**config.mk**
```make
export PLATFORM = sky130hd
export DESIGN_NAME = weld_line_sequencer
export DESIGN_NICKNAME = d
export VERILOG_FILES = /design/src/wls_pkg.sv /design/src/wls_csr.sv /design/src/wls_decode.sv /design/src/weld_line_sequencer.sv
export SDC_FILE = /design/constraint.sdc
export NUM_CORES = 1
export LEC_CHECK = 0
export ABC_CLOCK_PERIOD_IN_PS = 5450
export BUFFER_PORTS_ARGS = -buffer_cell sky130_fd_sc_hd__clkbuf_2
export CAP_MARGIN = 10
export CORE_AREA = 8 8 174 176
export CTS_BUF_LIST = sky130_fd_sc_hd__clkbuf_8 sky130_fd_sc_hd__clkbuf_16
export DETAILED_ROUTE_END_ITERATION = 6
export DIE_AREA = 0 0 182 184
export PLACE_DENSITY_LB_ADDON = 0.1
export SYNTH_ARGS = -nofsm -noshare
export SYNTH_HDL_FRONTEND = slang
export SYNTH_HIERARCHICAL = 1
export SYNTH_SLANG_ARGS = --single-unit
```
**constraint.sdc**
```tcl
create_clock -name clock -period 5.45 [get_ports clock]
set_clock_uncertainty 0.05 [all_clocks]
set_input_delay 0.545 -clock clock [delete_from_list [all_inputs] [get_ports clock]]
set_output_delay 0.545 -clock clock [all_outputs]
set_load 0.03 [all_outputs]
```
**src/wls_pkg.sv**
```systemverilog
`timescale 1ns / 1ps
// ----------------------------------------------------------------------------
// Weld line sequencer package
// Shared types, codes and the fixed transition table of the weld line
// sequencer.
// ----------------------------------------------------------------------------
package wls_pkg;

   localparam int MAX_POINTS     = 16;
   localparam int TIMER_BITS     = 16;
   localparam int LIMIT_BITS     = 16;
   localparam int POINT_BITS     = 5;
   localparam int COUNT_BITS     = 32;
   localparam int ROWS           = 16;
   localparam int ROW_BITS       = 5;
   localparam int CFG_INDEX_BITS = 3;
   localparam int CFG_DATA_BITS  = 16;
   localparam int REQ_DATA_BITS  = 8;
   localparam int RSP_DATA_BITS  = 104;

   localparam logic [ROW_BITS-1:0]   NO_ROW     = ROW_BITS'(ROWS);
   localparam logic [POINT_BITS-1:0] MAX_POINTS_VAL = POINT_BITS'(MAX_POINTS);

   typedef enum logic [2:0] {
      ST_OFF      = 3'd0,
      ST_IDLE     = 3'd1,
      ST_CLAMP    = 3'd2,
      ST_POSITION = 3'd3,
      ST_WELD     = 3'd4,
      ST_RELEASE  = 3'd5,
      ST_FAULT    = 3'd6,
      ST_STOPPED  = 3'd7
   } state_type;

   typedef enum logic [2:0] {
      EV_TICK     = 3'd0,
      EV_POWER_ON = 3'd1,
      EV_STOP     = 3'd2,
      EV_OBJECT   = 3'd3,
      EV_CLAMPED  = 3'd4,
      EV_ARRIVED  = 3'd5,
      EV_RELEASED = 3'd6,
      EV_RESET    = 3'd7
   } event_type;

   typedef enum logic [3:0] {
      DO_POWER_ON    = 4'd0,
      DO_STOP        = 4'd1,
      DO_CLAMP       = 4'd2,
      DO_MOVE        = 4'd3,
      DO_WELD        = 4'd4,
      DO_POINT_DONE  = 4'd5,
      DO_NEXT_OBJECT = 4'd6,
      DO_FAULT       = 4'd7,
      DO_RESET       = 4'd8
   } action_type;

   typedef enum logic [CFG_INDEX_BITS-1:0] {
      CFG_CLAMP_TIMEOUT   = 3'd0,
      CFG_MOVE_TIMEOUT    = 3'd1,
      CFG_WELD_DURATION   = 3'd2,
      CFG_RELEASE_TIMEOUT = 3'd3,
      CFG_PIECE_POINTS    = 3'd4
   } cfg_index_type;

   typedef struct packed {
      state_type  src;
      event_type  ev;
      state_type  dst;
      action_type act;
   } row_type;

   // Actuator levels, conveyor in the lowest bit.
   typedef struct packed {
      logic alarm;
      logic clamp;
      logic head;
      logic torch;
      logic conveyor;
   } levels_type;

   typedef struct packed {
      logic [LIMIT_BITS-1:0] clamp_timeout;
      logic [LIMIT_BITS-1:0] move_timeout;
      logic [LIMIT_BITS-1:0] weld_duration;
      logic [LIMIT_BITS-1:0] release_timeout;
      logic [POINT_BITS-1:0] piece_points;
   } cfg_type;

   typedef struct packed {
      logic                fire;
      logic                to_release;
      logic [ROW_BITS-1:0] row_idx;
      state_type           dst;
      action_type          act;
   } decision_type;

   function automatic row_type row_def(input logic [3:0] idx);
      row_type r;
      unique case (idx)
         4'd0:  r = '{ST_OFF,      EV_POWER_ON, ST_IDLE,     DO_POWER_ON};
         4'd1:  r = '{ST_IDLE,     EV_OBJECT,   ST_CLAMP,    DO_CLAMP};
         4'd2:  r = '{ST_IDLE,     EV_STOP,     ST_STOPPED,  DO_STOP};
         4'd3:  r = '{ST_CLAMP,    EV_CLAMPED,  ST_POSITION, DO_MOVE};
         4'd4:  r = '{ST_CLAMP,    EV_TICK,     ST_FAULT,    DO_FAULT};
         4'd5:  r = '{ST_CLAMP,    EV_STOP,     ST_STOPPED,  DO_STOP};
         4'd6:  r = '{ST_POSITION, EV_ARRIVED,  ST_WELD,     DO_WELD};
         4'd7:  r = '{ST_POSITION, EV_TICK,     ST_FAULT,    DO_FAULT};
         4'd8:  r = '{ST_POSITION, EV_STOP,     ST_STOPPED,  DO_STOP};
         4'd9:  r = '{ST_WELD,     EV_TICK,     ST_POSITION, DO_POINT_DONE};
         4'd10: r = '{ST_WELD,     EV_STOP,     ST_STOPPED,  DO_STOP};
         4'd11: r = '{ST_RELEASE,  EV_RELEASED, ST_IDLE,     DO_NEXT_OBJECT};
         4'd12: r = '{ST_RELEASE,  EV_TICK,     ST_FAULT,    DO_FAULT};
         4'd13: r = '{ST_RELEASE,  EV_STOP,     ST_STOPPED,  DO_STOP};
         4'd14: r = '{ST_FAULT,    EV_RESET,    ST_IDLE,     DO_RESET};
         4'd15: r = '{ST_FAULT,    EV_STOP,     ST_STOPPED,  DO_STOP};
         default: r = '{ST_OFF,    EV_POWER_ON, ST_IDLE,     DO_POWER_ON};
      endcase
      return r;
   endfunction

endpackage

```
**src/wls_csr.sv**
```systemverilog
`timescale 1ns / 1ps
// ----------------------------------------------------------------------------
// Weld line sequencer configuration registers
// Holds the four timing limits and the point count per workpiece.
// ----------------------------------------------------------------------------
module wls_csr (
   input  logic                                 clock,
   input  logic                                 reset,
   input  logic                                 csr_valid,
   input  logic [wls_pkg::CFG_INDEX_BITS-1:0]   csr_index,
   input  logic [wls_pkg::CFG_DATA_BITS-1:0]    csr_data,
   output wls_pkg::cfg_type                     cfg
);
   import wls_pkg::*;

   cfg_type cfg_ff;
   cfg_type cfg_in;

   always_comb begin
      cfg_in = cfg_ff;
      if (csr_valid) begin
         unique case (csr_index)
            CFG_CLAMP_TIMEOUT:   cfg_in.clamp_timeout   = csr_data[LIMIT_BITS-1:0];
            CFG_MOVE_TIMEOUT:    cfg_in.move_timeout    = csr_data[LIMIT_BITS-1:0];
            CFG_WELD_DURATION:   cfg_in.weld_duration   = csr_data[LIMIT_BITS-1:0];
            CFG_RELEASE_TIMEOUT: cfg_in.release_timeout = csr_data[LIMIT_BITS-1:0];
            CFG_PIECE_POINTS:    cfg_in.piece_points    = csr_data[POINT_BITS-1:0];
            default: ;
         endcase
      end
   end

   always_ff @(posedge clock) begin
      if (reset) begin
         cfg_ff.clamp_timeout   <= LIMIT_BITS'(100);
         cfg_ff.move_timeout    <= LIMIT_BITS'(100);
         cfg_ff.weld_duration   <= LIMIT_BITS'(10);
         cfg_ff.release_timeout <= LIMIT_BITS'(100);
         cfg_ff.piece_points    <= POINT_BITS'(1);
      end else begin
         cfg_ff <= cfg_in;
      end
   end

   assign cfg = cfg_ff;

endmodule

```
**src/wls_decode.sv**
```systemverilog
`timescale 1ns / 1ps
// ----------------------------------------------------------------------------
// Weld line sequencer transition decode
// Finds the table row for the current state and event, gates timed ticks
// and picks release over position after the last weld point.
// ----------------------------------------------------------------------------
module wls_decode (
   input  wls_pkg::state_type                  state,
   input  wls_pkg::event_type                  ev,
   input  logic [wls_pkg::TIMER_BITS-1:0]      timer,
   input  logic [wls_pkg::POINT_BITS-1:0]      point_count,
   input  wls_pkg::cfg_type                    cfg,
   output wls_pkg::decision_type               dec
);
   import wls_pkg::*;

   logic [LIMIT_BITS-1:0] limit;
   logic                  go;
   logic [ROWS-1:0]       match;
   row_type               probe;
   row_type               row;
   logic [POINT_BITS-1:0] total;
   logic [POINT_BITS:0]   next_point;

   always_comb begin
      unique case (state)
         ST_CLAMP:    limit = cfg.clamp_timeout;
         ST_POSITION: limit = cfg.move_timeout;
         ST_WELD:     limit = cfg.weld_duration;
         ST_RELEASE:  limit = cfg.release_timeout;
         default:     limit = '0;
      endcase
   end

   // A tick only counts when the state's limit is not zero and has been reached.
   assign go = (ev != EV_TICK) ||
               ((limit != '0) && (32'(timer) >= 32'(limit)));

   always_comb begin
      probe = row_def(4'd0);
      for (int i = 0; i < ROWS; i++) begin
         probe    = row_def(4'(i));
         match[i] = (probe.src == state) && (probe.ev == ev);
      end
   end

   always_comb begin
      dec.fire    = 1'b0;
      dec.row_idx = NO_ROW;
      for (int i = ROWS - 1; i >= 0; i--) begin
         if (match[i] && go) begin
            dec.fire    = 1'b1;
            dec.row_idx = ROW_BITS'(i);
         end
      end
      row     = row_def(dec.row_idx[3:0]);
      dec.act = row.act;
      dec.dst = row.dst;

      total      = (cfg.piece_points > MAX_POINTS_VAL) ? MAX_POINTS_VAL : cfg.piece_points;
      next_point = {1'b0, point_count} + (POINT_BITS+1)'(1);
      dec.to_release = dec.fire && (state == ST_WELD) && (ev == EV_TICK) &&
                       (next_point >= {1'b0, total});
      if (dec.to_release) begin
         dec.dst = ST_RELEASE;
      end
   end

endmodule

```
**src/weld_line_sequencer.sv**
```systemverilog
`timescale 1ns / 1ps
// ----------------------------------------------------------------------------
// Weld line sequencer
// Table-driven spot-welding line controller: one event in, one status
// result out, with actuator levels, counters and transition coverage.
// ----------------------------------------------------------------------------
// A request transfer loads the request register, and when the event
// advances, its result is loaded into the response register; a stall of
// the response register holds the event back. Throughput: one event per
// cycle while the response register is not stalled; the single decode
// stage between the request and response registers sets that figure.
// Reset (synchronous, active high) puts the line in off with every actuator
// low, clears timer, counters and coverage, and reloads the default limits.
// ----------------------------------------------------------------------------
module weld_line_sequencer (
   input  logic                                 clock,
   input  logic                                 reset,
   // Request channel, tdata: event_code[2:0], zeros above.
   input  logic                                 req_tvalid,
   output logic                                 req_tready,
   input  logic [wls_pkg::REQ_DATA_BITS-1:0]    req_tdata,
   // Response channel, tdata from bit 0 up: line_state[2:0], conveyor_on,
   // torch_on, head_on, clamp_on, alarm_on, point_number[4:0],
   // pieces_done[31:0], faults_seen[31:0], fired_transition[4:0],
   // coverage_bits[15:0], zeros above.
   output logic                                 rsp_tvalid,
   input  logic                                 rsp_tready,
   output logic [wls_pkg::RSP_DATA_BITS-1:0]    rsp_tdata,
   // Configuration write channel.
   input  logic                                 csr_valid,
   output logic                                 csr_ready,
   input  logic [wls_pkg::CFG_INDEX_BITS-1:0]   csr_index,
   input  logic [wls_pkg::CFG_DATA_BITS-1:0]    csr_data
);
   import wls_pkg::*;

   // Configuration writes: always taken; user keeps them to idle, unchecked.
   cfg_type cfg;
   assign csr_ready = 1'b1;

   wls_csr u_csr (
      .clock     (clock),
      .reset     (reset),
      .csr_valid (csr_valid),
      .csr_index (csr_index),
      .csr_data  (csr_data),
      .cfg       (cfg)
   );

   // Request register. An event sits here until the response register can
   // take its result; advance marks the cycle in which it is processed.
   logic      in_valid_ff, in_valid_in;
   event_type event_ff;
   logic      req_xfer;
   logic      advance;

   // Sequencer state, updated only when an event advances.
   state_type             state_ff,   state_in;
   logic [TIMER_BITS-1:0] timer_ff,   timer_in;
   logic [POINT_BITS-1:0] point_ff,   point_in;
   logic [COUNT_BITS-1:0] done_ff,    done_in;
   logic [COUNT_BITS-1:0] faults_ff,  faults_in;
   levels_type            levels_ff,  levels_in;
   logic [ROWS-1:0]       covered_ff, covered_in;

   // Response register.
   logic                     rsp_valid_ff, rsp_valid_in;
   logic [RSP_DATA_BITS-1:0] rsp_data_ff,  rsp_data_in;

   logic [TIMER_BITS-1:0] timer_inc;
   logic [ROW_BITS-1:0]   fired;
   decision_type          dec;

   assign advance    = in_valid_ff && (!rsp_valid_ff || rsp_tready);
   assign req_tready = !in_valid_ff || advance;
   assign req_xfer   = req_tvalid && req_tready;

   // The dwell timer counts every event and sticks at its top value.
   assign timer_inc = (timer_ff != '1) ? timer_ff + TIMER_BITS'(1) : timer_ff;

   wls_decode u_decode (
      .state       (state_ff),
      .ev          (event_ff),
      .timer       (timer_inc),
      .point_count (point_ff),
      .cfg         (cfg),
      .dec         (dec)
   );

   // Apply the action of the row that fired, if any.
   always_comb begin
      state_in   = state_ff;
      timer_in   = timer_inc;
      point_in   = point_ff;
      done_in    = done_ff;
      faults_in  = faults_ff;
      levels_in  = levels_ff;
      covered_in = covered_ff;
      if (dec.fire) begin
         unique case (dec.act)
            DO_POWER_ON: begin
               levels_in.conveyor = 1'b1;
               levels_in.alarm    = 1'b0;
            end
            DO_STOP: begin
               levels_in.conveyor = 1'b0;
               levels_in.torch    = 1'b0;
               levels_in.head     = 1'b0;
               levels_in.clamp    = 1'b0;
            end
            DO_CLAMP: begin
               levels_in.clamp    = 1'b1;
               levels_in.conveyor = 1'b0;
               point_in           = '0;
            end
            DO_MOVE: begin
               levels_in.clamp = 1'b1;
               levels_in.head  = 1'b1;
            end
            DO_WELD: begin
               levels_in.torch = 1'b1;
               levels_in.head  = 1'b0;
            end
            DO_POINT_DONE: begin
               levels_in.torch = 1'b0;
               point_in        = point_ff + POINT_BITS'(1);
            end
            DO_NEXT_OBJECT: begin
               levels_in.conveyor = 1'b1;
               done_in            = done_ff + COUNT_BITS'(1);
            end
            DO_FAULT: begin
               levels_in.alarm    = 1'b1;
               levels_in.conveyor = 1'b0;
               levels_in.torch    = 1'b0;
               levels_in.head     = 1'b0;
               faults_in          = faults_ff + COUNT_BITS'(1);
            end
            DO_RESET: begin
               levels_in.conveyor = 1'b1;
               levels_in.alarm    = 1'b0;
               levels_in.clamp    = 1'b0;
               point_in           = '0;
            end
            default: ;
         endcase
         // The last weld point of a piece also opens the clamp.
         if (dec.to_release) begin
            levels_in.torch = 1'b0;
            levels_in.clamp = 1'b0;
         end
         state_in   = dec.dst;
         timer_in   = '0;
         covered_in = covered_ff | (ROWS'(1) << dec.row_idx[3:0]);
      end
   end

   assign fired = dec.fire ? dec.row_idx : NO_ROW;

   assign rsp_data_in = {6'b0, covered_in, fired, faults_in, done_in, point_in,
                         levels_in, state_in};

   // A new request fills the register; otherwise an advancing one empties it.
   assign in_valid_in  = req_xfer ? 1'b1 : (advance ? 1'b0 : in_valid_ff);
   assign rsp_valid_in = advance ? 1'b1 : (rsp_tready ? 1'b0 : rsp_valid_ff);

   always_ff @(posedge clock) begin
      if (reset) begin
         in_valid_ff  <= 1'b0;
         rsp_valid_ff <= 1'b0;
         state_ff     <= ST_OFF;
         timer_ff     <= '0;
         point_ff     <= '0;
         done_ff      <= '0;
         faults_ff    <= '0;
         levels_ff    <= '0;
         covered_ff   <= '0;
      end else begin
         in_valid_ff  <= in_valid_in;
         rsp_valid_ff <= rsp_valid_in;
         if (advance) begin
            state_ff   <= state_in;
            timer_ff   <= timer_in;
            point_ff   <= point_in;
            done_ff    <= done_in;
            faults_ff  <= faults_in;
            levels_ff  <= levels_in;
            covered_ff <= covered_in;
         end
      end
   end

   always_ff @(posedge clock) begin
      if (req_xfer) begin
         event_ff <= event_type'(req_tdata[2:0]);
      end
      if (advance) begin
         rsp_data_ff <= rsp_data_in;
      end
   end

   assign rsp_tvalid = rsp_valid_ff;
   assign rsp_tdata  = rsp_data_ff;

   // Coverage marks are sticky until reset.
   a_coverage_sticky : assert property (@(posedge clock) disable iff (reset)
      !$past(reset) |-> ((covered_ff & $past(covered_ff)) == $past(covered_ff)))
      else $error("coverage bit cleared without reset");

   // The line can only sit in fault with the alarm sounding.
   a_fault_alarm : assert property (@(posedge clock) disable iff (reset)
      (state_ff == ST_FAULT) |-> levels_ff.alarm)
      else $error("fault state without alarm");

   // The point count never runs past the per-piece maximum.
   a_point_range : assert property (@(posedge clock) disable iff (reset)
      point_ff <= MAX_POINTS_VAL)
      else $error("point count out of range");

   // A held response must not be overwritten by a processed event.
   a_no_overrun : assert property (@(posedge clock) disable iff (reset)
      (rsp_valid_ff && !rsp_tready) |-> !advance)
      else $error("response overwritten while stalled");

endmodule
```
### Word-level counts from Yosys, hierarchy flattened

Memory sizes are Yosys's and may differ from the RTL's.
Index checks and enable logic that the tools add are counted.

* memory bits (read-only): 208
* word-level logic and storage cells: 183
* flip-flop bits (word level): 281
* memories: 1
* bits of input ports: 32
* latch bits: 0
* output and inout bits: 107
* memory bits (writable): 0

* magnitude comparators: 3
* divide/modulo/power cells: 0
* add/sub/neg operators: 5
* $mul: 0
* mux-type cells: 57
* shift-type cells: 1
* reductions and logical operators: 64
* bitwise gates (word level): 1
* eq/ne operators: 30

Memory list
* (name not given): depth 16, bits a word 13, read ports 1, clocked after memory_dff 0, wr ports 0, line wls_pkg.sv:100 `unique case (idx)`

Operators with widths (number)
* $mux W32: 4
* $mux W5: 19
* $add A32 B1 Y32 const B: 2
* $pmux W16 S4: 1
* $mux W16: 3
* $logic_and A1 B1 Y1: 38
* $mux W1: 22
* $eq A3 B3 Y1 const A: 7
* $add A16 B1 Y16 const B: 1
* $eq A4 B3 Y1 const B: 4
* $ge A16 B16 Y1: 1
* $ne A16 B16 Y1 const B: 1
* $or A16 B16 Y16: 1
* $reduce_bool A16 Y1: 1
* $shl A1 B4 Y16 const A: 1
* $eq A2 B3 Y1 const A: 4
* $eq A3 B2 Y1 const B: 4
* $reduce_or A3 Y1: 4
* $pmux W1 S2: 5
* $pmux W5 S2: 1
* $reduce_and A2 Y1: 5
* $eq A3 B3 Y1 const B: 3
* $logic_not A3 Y1: 3
* $eq A4 B2 Y1 const B: 2
* 15 further kinds: 24

### Depth between registers and ports, before layout

Gate-level depths: netlist of run 1.
An unclocked memory read counts as a cell.

* depth after elaboration: 28
* depth in mapped cells: 28
* mapped depth without buffers: 23

### Cells and area by module

Netlist of run 1, hierarchy kept.

Modules (own cells, without submodules)
* weld_line_sequencer: instances 1, area an instance 9947.0 sq um, seq. area each 5255.0 sq um, cells each 993
* wls_csr: instances 1, area an instance 2772.7 sq um, seq. area each 1381.3 sq um, cells each 255
* wls_decode: instances 1, area an instance 1841.8 sq um, seq. area each 0.0 sq um, cells each 244

### Worst setup path after synthesis of run 1

No wires, ideal clock.

* kind: register to register
* start: register timer_ff[0]
* end: register rsp_data_ff[76] (netlist: rsp_tdata[76]), data pin
* arrival: 5515 ps
* setup time: 258 ps
* clock period less this slack: 5823 ps
* path buffers: 3
* path slack: -373 ps
* required time: 5142 ps
* stages on the path, launching flop included: 24
* path through: dfxtp_1 ha_1 and3_1 clkbuf_1 nand4_1 clkbuf_1 mux2_2 ha_1 a21oi_1 a2111o_2 a21oi_1 o22ai_4 o221ai_1 inv_1 ha_1 inv_1 a211oi_1 a21oi_1 buf_4 nand3b_4 or4_4 nor3_4 nand4_1 xnor2_1

RTL lines
* from (decl): line weld_line_sequencer.sv:59 `logic [TIMER_BITS-1:0] timer_ff, timer_in;`
* from (signal assigned): line weld_line_sequencer.sv:183 `timer_ff <= timer_in;`
* to (signal assigned): line weld_line_sequencer.sv:198 `rsp_data_ff <= rsp_data_in;`
* to (decl): line weld_line_sequencer.sv:68 `logic [RSP_DATA_BITS-1:0] rsp_data_ff, rsp_data_in;`

==> flow_summary.toml, run 1 <==
[run_status]
status = "finished clean"

[critical_path]
r2r_cells = 24
arrival_ns = 5.60
worst_path_max_delay_cell = "sky130_fd_sc_hd__or4_4"
path_max_fanout = 8
worst_r2r_startpoint = "timer_ff[1]"
critical_path.max_stage_delay_ns = 0.60
timing.critical_path.cells = "ha_4 > and3_4 > nand4_1 > mux2_4 > ha_4 > or4_4 > a21oi_2 > a2111o_2 > a21oi_4 > o22ai_4 > a21oi_2 > nor2_4 > inv_2 > ha_4 > nor2b_2 > nor2_1 > a21o_1 > buf_6 > nand4_1 > or4_4 > nor3_4 > buf_12 > nand4_1 > xnor2_1"
worstSetupEndpointType = "register"
critPathRequiredTime_ns = 5.69
worst-setup-path-type = "reg2reg"
register_to_register_path_setup_slack_ns = 0.09
critical_path.startpoint_type = "register"
r2r_end = "rsp_tdata[76]"

[layout]
drive_gt1_frac = 0.205
final_cell_count_no_fill = 2012
post-route-util = 0.626
finish.net_count = 1710
flow.area_growth_from_synthesis_pct = 18.2
antenna_cells_inserted = 0
filler_cell_count = 2342

[detailed_routing]
drt-vias-per-instance = 5.59
route.detailed.drc = 0
post_drt_wl_per_cell_um = 17.2
antenna_left = 0
dr.pass1.iters = 4
via_count = 11200
drt_wl_total_um = 34600
iteration_0_drc_markers = 592

[pwr]
worst_supply_voltage_drop_on_vdd_uv = 248
seq_power_share = 0.493
power_leakage_nw = 6.83
power.share.combinational = 0.064
total_design_power_w = 0.00455
intPower_w = 0.00351
power-per-cell-area_nw_per_um2 = 265
clock_power_share = 0.443
power_switching_w = 0.00104
swShare = 0.229

[clock_tree]
worstSkewPairLatency_ns = 0.54
root_buffer = "sky130_fd_sc_hd__clkbuf_16"
cts_buffer_depth = 3
holdBufCountCts = 0
cts_num_sinks = 281
cts_buffers = 29
cts_max_level = 1
cts.reportedPaths.clkPinSlew_ns = 0.06
tritoncts = "done"

[synthesis]
synthesized_area_divided_by_synthesized_cell_count_um2 = 9.76
synth.area.top_cells = "sky130_fd_sc_hd__dfxtp_1, sky130_fd_sc_hd__edfxtp_1, sky130_fd_sc_hd__mux2i_1, sky130_fd_sc_hd__xnor2_1, sky130_fd_sc_hd__nor2_1"
synth-seq-area-share = 0.456
synthArstFlopShare = 0
syn_std_cell_area_um2 = 14600
yosys.area.top_type = "sky130_fd_sc_hd__dfxtp_1"
synthCells = 1492
synth_largest_type_area_fraction = 0.247
yosys_warnings = 6
top_reg_cell_synth = "sky130_fd_sc_hd__dfxtp_1"
synth_enable_flop_cells = 101
ys_types = 83
ys_seq_elements = 281

[floorplanning]
core-area_um2 = 27500
width_of_the_die_um = 182
placementRows = 61
die_height_um = 184
dieArea_um2 = 33500
io_pins = 139
start_util = 0.530

[grt]
initial_antenna_violation_count = 0
grt_pass1_wl_um = 55400
global_route.overflow_total = 0
first_global_vias = 10800
grt_start_max_net_pins = 119
track_usage = 0.197

[timing]
max_clock_freq_ghz = 0.187
fin_ws_ns = 0.0888
layout_worst_path_cycle_share = 0.984
hold_viol = 0
setup-violations-final = 0
min_period_ns = 5.36
finalMaxSlewViolations = 0
worstMarginPinSlew_ns = 1.11
maxSlewHeadroom = 0.259

[hold_path]
cell_depth_of_the_worst_hold_path = 1
min_to = "event_ff[1]"
holdCritPathClass = "in2reg"
hp-start = "req_tdata[1]"

[placement]
dp.cells = 1947
post-dp-hpwl_um = 23400
gp_congestion = 0.816
port-buffer-count = 126
detailedPlace.worstSlack_ns = -0.116

[run]
timing.max_cap.violations = 0
==> layout by cell type, fill, tap and decap left out, drive strengths merged, types with 51 or more instances in the layout <==
master  instances
dfxtp         180
clkbuf        158
nor2          153
mux2i         105
edfxtp        101
nand2b         87
buf            87
a21oi          82
nand2          76
xnor2          73
nor3           60
xor2           51
==> registers in the layout, summed over array words and instances (netlist names) <==
signal,cells
state_ff,3
in_valid_ff,1
rsp_tvalid,1
levels_ff,5
done_ff,32
rsp_tdata,98
faults_ff,32
u_csr/cfg,69
point_ff,5
event_ff,3
covered_ff,16
timer_ff,16
==> cell families after synthesis <==
logic type | after synthesis | share of synthesized area
and+or+nand+nor | 602 | 0.230
DFF | 281 | 0.456
AOI/OAI and AO/OA | 208 | 0.0919
buffers and inverters | 128 | 0.0401
xor gates and xnor gates | 124 | 0.0746
muxes | 113 | 0.0784
adders and majority gates | 34 | 0.0292
other | 2 | 0.000516
==> synthesized netlist by cell type (5+ instances only) <==
master,number
sky130_fd_sc_hd__buf_4,13
sky130_fd_sc_hd__edfxtp_1,101
sky130_fd_sc_hd__and2_1,12
sky130_fd_sc_hd__buf_6,5
sky130_fd_sc_hd__nor3_1,58
sky130_fd_sc_hd__inv_1,29
sky130_fd_sc_hd__nand4_1,35
sky130_fd_sc_hd__nand2_1,75
sky130_fd_sc_hd__and4_1,10
sky130_fd_sc_hd__nor4_1,31
sky130_fd_sc_hd__nor2_1,152
sky130_fd_sc_hd__clkbuf_1,52
sky130_fd_sc_hd__nor2b_1,14
sky130_fd_sc_hd__and3_1,20
sky130_fd_sc_hd__ha_1,34
sky130_fd_sc_hd__a22oi_1,5
sky130_fd_sc_hd__mux2_2,6
sky130_fd_sc_hd__nand2b_1,87
sky130_fd_sc_hd__xor2_1,51
sky130_fd_sc_hd__xnor2_1,73
sky130_fd_sc_hd__dfxtp_1,180
sky130_fd_sc_hd__a21o_1,19
sky130_fd_sc_hd__mux2i_1,105
sky130_fd_sc_hd__o31ai_1,5
sky130_fd_sc_hd__o21ai_0,36
sky130_fd_sc_hd__a21oi_1,81
sky130_fd_sc_hd__o22a_1,17
sky130_fd_sc_hd__nand4_2,5
sky130_fd_sc_hd__buf_1,12
sky130_fd_sc_hd__or4_1,7
sky130_fd_sc_hd__or3_1,14
sky130_fd_sc_hd__nand3_1,40
sky130_fd_sc_hd__o21a_1,5
sky130_fd_sc_hd__buf_2,13
==> worst max path at each step <==
stage                     slack [ns]        start       endpoint  cells after the start
after CTS                       0.02  timer_ff[0]    done_ff[30]                     24
final                           0.09  timer_ff[1]  rsp_tdata[76]                     24
after global routing           -0.09  timer_ff[6]  rsp_tdata[76]                     23
after global placement       0.00006  timer_ff[0]  faults_ff[16]                     26
after floorplan                -0.02  timer_ff[0]  rsp_tdata[76]                     25
after detailed placement       -0.12  timer_ff[0]  faults_ff[16]                     26
==> cell type report <==
type                       count  area [µm²]  area share
multi-input combinational   1088        7660       0.445
sequential                   281        6650       0.386
timing repair buffer         212        1370      0.0796
clock buffer                  33         781      0.0454
tap                          346         433      0.0252
clock inverter                20         190      0.0111
inverter                      32         123     0.00713
==> power groups by stage <==
stage	sequential, W	clock (W)	combinational (W)
after global placement	0.00229	0	0.000285
after detailed placement	0.00229	0	0.000288
final	0.00224	0.00202	0.000291
after CTS	0.00224	0.00207	0.000289
after global routing	0.00225	0.00215	0.000313
after floorplan	0.00236	0	0.000135
==> metal layers <==
metal,vias to the layer above,part of all wire,track usage
li1,5630,-,-
met1,5358,0.47,0.264
met2,218,0.47,0.332
met3,40,0.044,0.0267
met4,0,0.016,0.0469
met5,-,0,0
==> through the flow <==
step	hold WS, ns	setup TNS [ns]	instance area [µm²]
6_report	0.129	0	17200
5_1_grt	0.101	-0.657	17200
4_1_cts	0.104	0	16800
2_1_floorplan	0.386	-0.0175	14600
3_5_place_dp	0.402	-0.899	15800
3_3_place_gp	0.394	0	15800
==> worst max-delay path, delay by kind of cell (launching register included) <==
family / cells / cell delay (ns)
compound gates: 6 / 0.85
simple gates: 10 / 2.46
flops: 1 / 0.35
xor+xnor: 1 / 0.15
mux: 1 / 0.42
buf+inv: 3 / 0.34
fa+ha+maj: 3 / 0.47
==> timing repair <==
action	in CTS	in global routing
gates resized for setup	2	59
buffers inserted	1	11
endpoints found under the setup margin	34	107
pin swaps	0	25
No activity file was read; power rests on OpenSTA's default activity.
==> inputs of run 2 (changes only) <==
--- a/config.mk
+++ b/config.mk
@@ -8,10 +8,10 @@
 export ABC_CLOCK_PERIOD_IN_PS = 5450
 export BUFFER_PORTS_ARGS = -buffer_cell sky130_fd_sc_hd__clkbuf_2
 export CAP_MARGIN = 10
-export CORE_AREA = 8 8 174 176
+export CORE_AREA = 3 3 169 171
 export CTS_BUF_LIST = sky130_fd_sc_hd__clkbuf_8 sky130_fd_sc_hd__clkbuf_16
 export DETAILED_ROUTE_END_ITERATION = 6
-export DIE_AREA = 0 0 182 184
+export DIE_AREA = 0 0 172 174
 export PLACE_DENSITY_LB_ADDON = 0.1
 export SYNTH_ARGS = -nofsm -noshare
 export SYNTH_HDL_FRONTEND = slang
==> flow_summary.toml, run 2 (same netlist as run 1, synthesis figures left out) <==
[layout]
layout.cell_area.non_filler_um2 = 17100
final_common_cell = "sky130_fd_sc_hd__dfxtp_1"
filler_cell_count = 2291
drive_gt1_frac = 0.201
flow.area_growth_from_synthesis_pct = 17.6
largest_reg_flops = 98
antenna_cells_inserted = 0
finish.net_count = 1711
mostFrequentLayoutCells = "sky130_fd_sc_hd__dfxtp_1, sky130_fd_sc_hd__nor2_1, sky130_fd_sc_hd__clkbuf_2"
regArea_um2 = 6640
multi_input_comb_area_um2 = 7570

[hold_path]
holdCritPathClass = "in2reg"

[placement]
detailedPlace.worstSlack_ns = -0.0714
gp_congestion = 0.824
post-dp-hpwl_um = 22700
port-buffer-count = 126
dpl_cell_area_um2 = 15800

[floorplanning]
placementRows = 60
die_height_um = 174
width_of_the_die_um = 172
start_util = 0.539
core-area_um2 = 27000
dieArea_um2 = 29900
io_pins = 139

[clock_tree]
cts_buffers = 30
cts_num_sinks = 281
cts_buffer_depth = 3
cts_max_level = 1
root_buffer = "sky130_fd_sc_hd__clkbuf_16"
worstSkewPairLatency_ns = 0.55
tritoncts = "done"
cts.reportedPaths.clkPinSlew_ns = 0.06

[grt]
initial_antenna_violation_count = 0
grt_start_max_net_pins = 118
grt_pass1_wl_um = 53100
global_route.overflow_total = 0
first_global_vias = 10500
track_usage = 0.213

[pwr]
power_switching_w = 0.00105
power-per-cell-area_nw_per_um2 = 269
clock_power_share = 0.451
seq_power_share = 0.487
power_leakage_nw = 6.82
intPower_w = 0.00356
swShare = 0.227
worst_supply_voltage_drop_on_vdd_uv = 215
power.share.combinational = 0.062

[critical_path]
critical_path.startpoint_type = "register"
critPathRequiredTime_ns = 5.82
arrival_ns = 5.61
critPathTopFamily = "simple AND/OR/NAND/NOR gates"
worst_path_max_delay_cell = "sky130_fd_sc_hd__or4_4"
timing.critical_path.cells = "ha_4 > and3_4 > nand4_1 > buf_4 > xor2_2 > inv_1 > ha_1 > nand2b_1 > a21oi_2 > a2111o_2 > a21oi_4 > o22ai_4 > o221ai_4 > inv_2 > ha_1 > inv_1 > a211oi_1 > a21oi_1 > buf_4 > nand3b_4 > buf_12 > or4_4 > nor4_4 > mux2_4"
worst-setup-path-type = "reg2reg"
path_max_fanout = 6
worstSetupEndpointType = "register"
critical_path.n_buffers_inverters = 6
critical_path.max_stage_delay_ns = 0.56

[detailed_routing]
iteration_0_drc_markers = 773
post_drt_wl_per_cell_um = 16.6
drt_wl_total_um = 33300
route.detailed.drc = 0
dr.pass1.iters = 5
drt-vias-per-instance = 5.63
via_count = 11300
antenna_left = 0

[timing]
finalMaxSlewViolations = 0
grt_setup_unrepaired = "yes"
max_clock_freq_ghz = 0.191
maxSlewHeadroom = 0.267
worstMarginPinSlew_ns = 1.09
fin_ws_ns = 0.212
min_period_ns = 5.24
hold_viol = 0
layout_worst_path_cycle_share = 0.961
hold-worst-slack_ns = 0.127
setup-violations-final = 0

[run_status]
status = "finished clean"

[run]
timing.max_cap.violations = 0
-- run 2: cell count changes in the layout (fill, tap and decap cells not counted), moves of 3 or more --
cell | previous run | this run
sky130_fd_sc_hd__buf_12 | 6 | 3
sky130_fd_sc_hd__nand3_2 | 4 | 1
sky130_fd_sc_hd__clkinvlp_4 | 0 | 3
sky130_fd_sc_hd__buf_4 | 77 | 82
sky130_fd_sc_hd__nand3_1 | 36 | 40
sky130_fd_sc_hd__ha_4 | 5 | 2
-- run 2: through the flow --
| step | setup TNS (ns) | power (W) | util | cells |
|---|---|---|---|---|
| after floorplan | -0.0175 | 0.00249 | - | 1497 |
| after global placement | 0 | 0.00257 | 0.585 | 1941 |
| after detailed placement | -0.481 | 0.00257 | 0.585 | 1941 |
| after CTS | 0 | 0.00466 | 0.623 | 1997 |
| after global routing | -0.704 | 0.00478 | 0.633 | 2010 |
| final | 0 | 0.00461 | 0.633 | 2010 |
-- run 2: area by class of cell --
cell class	count	share of cell area
clock inverter	22	0.0124
multi-input combinational	1088	0.442
sequential	281	0.388
clock buffer	34	0.0477
tap	341	0.0249
inverter	32	0.00716
timing repair buffer	212	0.0773
-- run 2: power groups by stage --
stage	Sequential [W]	Combinational [W]	Clock, W
after floorplan	0.00236	0.000135	0
after global placement	0.00229	0.000279	0
after detailed placement	0.00229	0.000282	0
after CTS	0.00225	0.000283	0.00213
after global routing	0.00225	0.000308	0.00222
final	0.00225	0.000286	0.00208
-- run 2: worst reg2reg max path, cell delays in order, from the launching register on --
cell                       delay [ns]
sky130_fd_sc_hd__dfxtp_2         0.35
sky130_fd_sc_hd__ha_4            0.14
sky130_fd_sc_hd__and3_4          0.19
sky130_fd_sc_hd__nand4_1         0.26
sky130_fd_sc_hd__buf_4           0.24
sky130_fd_sc_hd__xor2_2          0.13
sky130_fd_sc_hd__inv_1           0.06
sky130_fd_sc_hd__ha_1            0.27
sky130_fd_sc_hd__nand2b_1        0.11
sky130_fd_sc_hd__a21oi_2         0.06
sky130_fd_sc_hd__a2111o_2        0.39
sky130_fd_sc_hd__a21oi_4         0.18
sky130_fd_sc_hd__o22ai_4         0.11
sky130_fd_sc_hd__o221ai_4        0.25
sky130_fd_sc_hd__inv_2           0.09
sky130_fd_sc_hd__ha_1            0.32
sky130_fd_sc_hd__inv_1           0.07
sky130_fd_sc_hd__a211oi_1        0.06
sky130_fd_sc_hd__a21oi_1         0.16
sky130_fd_sc_hd__buf_4           0.18
sky130_fd_sc_hd__nand3b_4        0.12
sky130_fd_sc_hd__buf_12          0.15
sky130_fd_sc_hd__or4_4           0.57
sky130_fd_sc_hd__nor4_4          0.28
sky130_fd_sc_hd__mux2_4          0.32
-- run 2: repair_timing --
item                                    4_1_cts  5_1_grt
setup buffers                                 0       13
hold buffers                                  0        0
endpoints found under the setup margin       32      110
pin swaps                                     0       22
resized for setup                             2       40
-- run 2: metal layers --
layer  track usage  part of all wire
met2         0.348              0.47
met3        0.0275             0.044
met1         0.305              0.47
met4        0.0459             0.015
met5             0                 0
-- run 2: final timing paths --
check / from / endpoint / slack (ns) / cells past startpoint
hold / removal: req_tdata[0] / event_ff[0] / 0.13 / 1
hold reg to reg: levels_ff[1] / levels_ff[1] / 0.41 / 2
setup reg to reg: timer_ff[1] / done_ff[30] / 0.21 / 24
setup / recovery: timer_ff[1] / done_ff[30] / 0.21 / 24
==> inputs of run 3 (changes only) <==
--- a/config.mk
+++ b/config.mk
@@ -6,12 +6,12 @@
 export NUM_CORES = 1
 export LEC_CHECK = 0
 export ABC_CLOCK_PERIOD_IN_PS = 5450
-export BUFFER_PORTS_ARGS = -buffer_cell sky130_fd_sc_hd__clkbuf_2
 export CAP_MARGIN = 10
-export CORE_AREA = 3 3 169 171
+export CORE_AREA = 3 3 163 165
 export CTS_BUF_LIST = sky130_fd_sc_hd__clkbuf_8 sky130_fd_sc_hd__clkbuf_16
 export DETAILED_ROUTE_END_ITERATION = 6
-export DIE_AREA = 0 0 172 174
+export DIE_AREA = 0 0 166 168
+export DONT_BUFFER_PORTS = 1
 export PLACE_DENSITY_LB_ADDON = 0.1
 export SYNTH_ARGS = -nofsm -noshare
 export SYNTH_HDL_FRONTEND = slang
==> flow_summary.toml, run 3 (same netlist as run 1, synthesis figures left out) <==
[grt]
grt_start_max_net_pins = 208
global_route.overflow_total = 0
track_usage = 0.224
grt_pass1_wl_um = 53200
initial_antenna_violation_count = 0
first_global_vias = 10300

[timing]
hold_viol = 0
setup-violations-final = 0
maxSlewHeadroom = 0.330
finalMaxSlewViolations = 0
min_period_ns = 5.28
fin_ws_ns = 0.173
max_clock_freq_ghz = 0.190
worstMarginPinSlew_ns = 1.00
layout_worst_path_cycle_share = 0.968

[layout]
antenna_cells_inserted = 0
largest_reg_flops = 98
final_common_cell = "sky130_fd_sc_hd__dfxtp_1"
finish.net_count = 1595
flow.area_growth_from_synthesis_pct = 13.4
mostFrequentLayoutCells = "sky130_fd_sc_hd__dfxtp_1, sky130_fd_sc_hd__nor2_1, sky130_fd_sc_hd__mux2i_1"
drive_gt1_frac = 0.142
post-route-util = 0.656

[floorplanning]
die_height_um = 168
width_of_the_die_um = 166
start_util = 0.578
io_pins = 139
placementRows = 58
core-area_um2 = 25200
dieArea_um2 = 27900

[critical_path]
path_common_cell = "sky130_fd_sc_hd__buf_4"
critPathRequiredTime_ns = 5.85
worst_r2r_startpoint = "timer_ff[1]"
critical_path.startpoint_type = "register"
path_max_fanout = 7
arrival_ns = 5.68
critical_path.max_stage_delay_ns = 0.49
r2r_cells = 28
startpoint = "timer_ff[1]"
worstSetupEndpointType = "register"
worst_path_max_delay_cell = "sky130_fd_sc_hd__or4_1"
worst-setup-path-type = "reg2reg"

[placement]
post-dp-hpwl_um = 21800
port-buffer-count = 0
detailedPlace.worstSlack_ns = 0.115
gp_congestion = 0.817

[run]
timing.max_cap.violations = 0

[detailed_routing]
dr.pass1.iters = 7
route.detailed.drc = 0
drt_wl_total_um = 32900
post_drt_wl_per_cell_um = 17.5
drt-vias-per-instance = 5.82
via_count = 10900
iteration_0_drc_markers = 1021
antenna_left = 0

[clock_tree]
cts.reportedPaths.clkPinSlew_ns = 0.06
cts_buffer_depth = 3
root_buffer = "sky130_fd_sc_hd__clkbuf_16"
cts_num_sinks = 281
cts_max_level = 1
worstSkewPairLatency_ns = 0.56
holdBufCountCts = 0
tritoncts = "done"
cts_buffers = 29

[pwr]
worst_supply_voltage_drop_on_vdd_uv = 246
power-per-cell-area_nw_per_um2 = 267
power_switching_w = 0.00100
power.share.combinational = 0.034
clock_power_share = 0.440
swShare = 0.227
power_leakage_nw = 6.33
intPower_w = 0.00341
seq_power_share = 0.527

[run_status]
status = "finished clean"

[hold_path]
holdCritPathClass = "in2reg"
hp-start = "reset"
cell_depth_of_the_worst_hold_path = 1
[run 3: cell count changes in the layout (fill, tap and decap cells not counted), moves of 3 or more]
cell | previous run | this run
sky130_fd_sc_hd__buf_4 | 82 | 88
sky130_fd_sc_hd__buf_6 | 2 | 6
sky130_fd_sc_hd__clkbuf_2 | 125 | 0
sky130_fd_sc_hd__clkinvlp_4 | 3 | 0
sky130_fd_sc_hd__inv_1 | 33 | 37
sky130_fd_sc_hd__nand3_1 | 40 | 37
sky130_fd_sc_hd__nand3_2 | 1 | 4
sky130_fd_sc_hd__nor4_1 | 31 | 26
sky130_fd_sc_hd__nor4_2 | 1 | 7
[run 3: routing by layer]
layer | routed length, µm | vias to the layer above | GRT usage
li1 | - | 5379 | -
met3 | 1370 | 56 | 0.0312
met2 | 15500 | 275 | 0.371
met5 | 0 | - | 0
met1 | 15200 | 5236 | 0.314
met4 | 858 | 0 | 0.0571
[run 3: worst paths after layout]
check | endpoint | slack (ns)
hold reg to reg | levels_ff[1] | 0.40
setup / recovery | faults_ff[1] | 0.17
hold / removal | done_ff[25] | 0.03
setup reg to reg | faults_ff[1] | 0.17
[run 3: through the flow]
stage / power, W / cells / cell area [µm²] / hold WS [ns] / TNS (ns)
2_1_floorplan: 0.00249 / 1497 / 14600 / 0.386 / -0.0175
3_3_place_gp: 0.00251 / 1814 / 15200 / 0.389 / 0
3_5_place_dp: 0.00251 / 1814 / 15200 / 0.395 / 0
4_1_cts: 0.00445 / 1867 / 16200 / 0.00172 / 0
5_1_grt: 0.00456 / 1881 / 16500 / 0.00611 / -0.171
6_report: 0.00441 / 1881 / 16500 / 0.0325 / 0
[run 3: timing repair]
action / 4_1_cts / 5_1_grt
setup endpoints to repair: 0 / 135
setup buffers: 0 / 15
resized for setup: 0 / 52
[run 3: area by class of cell]
cell class | count | area, µm²
clock buffers | 33 | 792
clock inverters | 20 | 150
inverters | 32 | 123
repair buffers | 97 | 788
well taps | 330 | 413
multi-input cells | 1088 | 7590
flip-flops and latches | 281 | 6650
fillers | 1971 | 8670
[run 3: power groups by stage]
stage	Clock, W	Combinational [W]	Sequential [W]
floorplan	0	0.000135	0.00236
global placement	0	0.000142	0.00237
detailed placement	0	0.000143	0.00237
CTS	0.00198	0.000144	0.00232
global route	0.00207	0.000161	0.00233
finish	0.00194	0.000148	0.00232
[run 3: critical path, delay by kind of cell (launching register included)]
kind | cells | cell delay, ns
adder cells (fa/ha/maj) | 3 | 0.57
XOR/XNOR | 1 | 0.17
AND/OR/NAND/NOR | 8 | 1.65
flip-flops | 1 | 0.36
AO/OA/AOI/OAI | 6 | 0.68
multiplexers | 3 | 0.71
buffers and inverters | 7 | 0.96
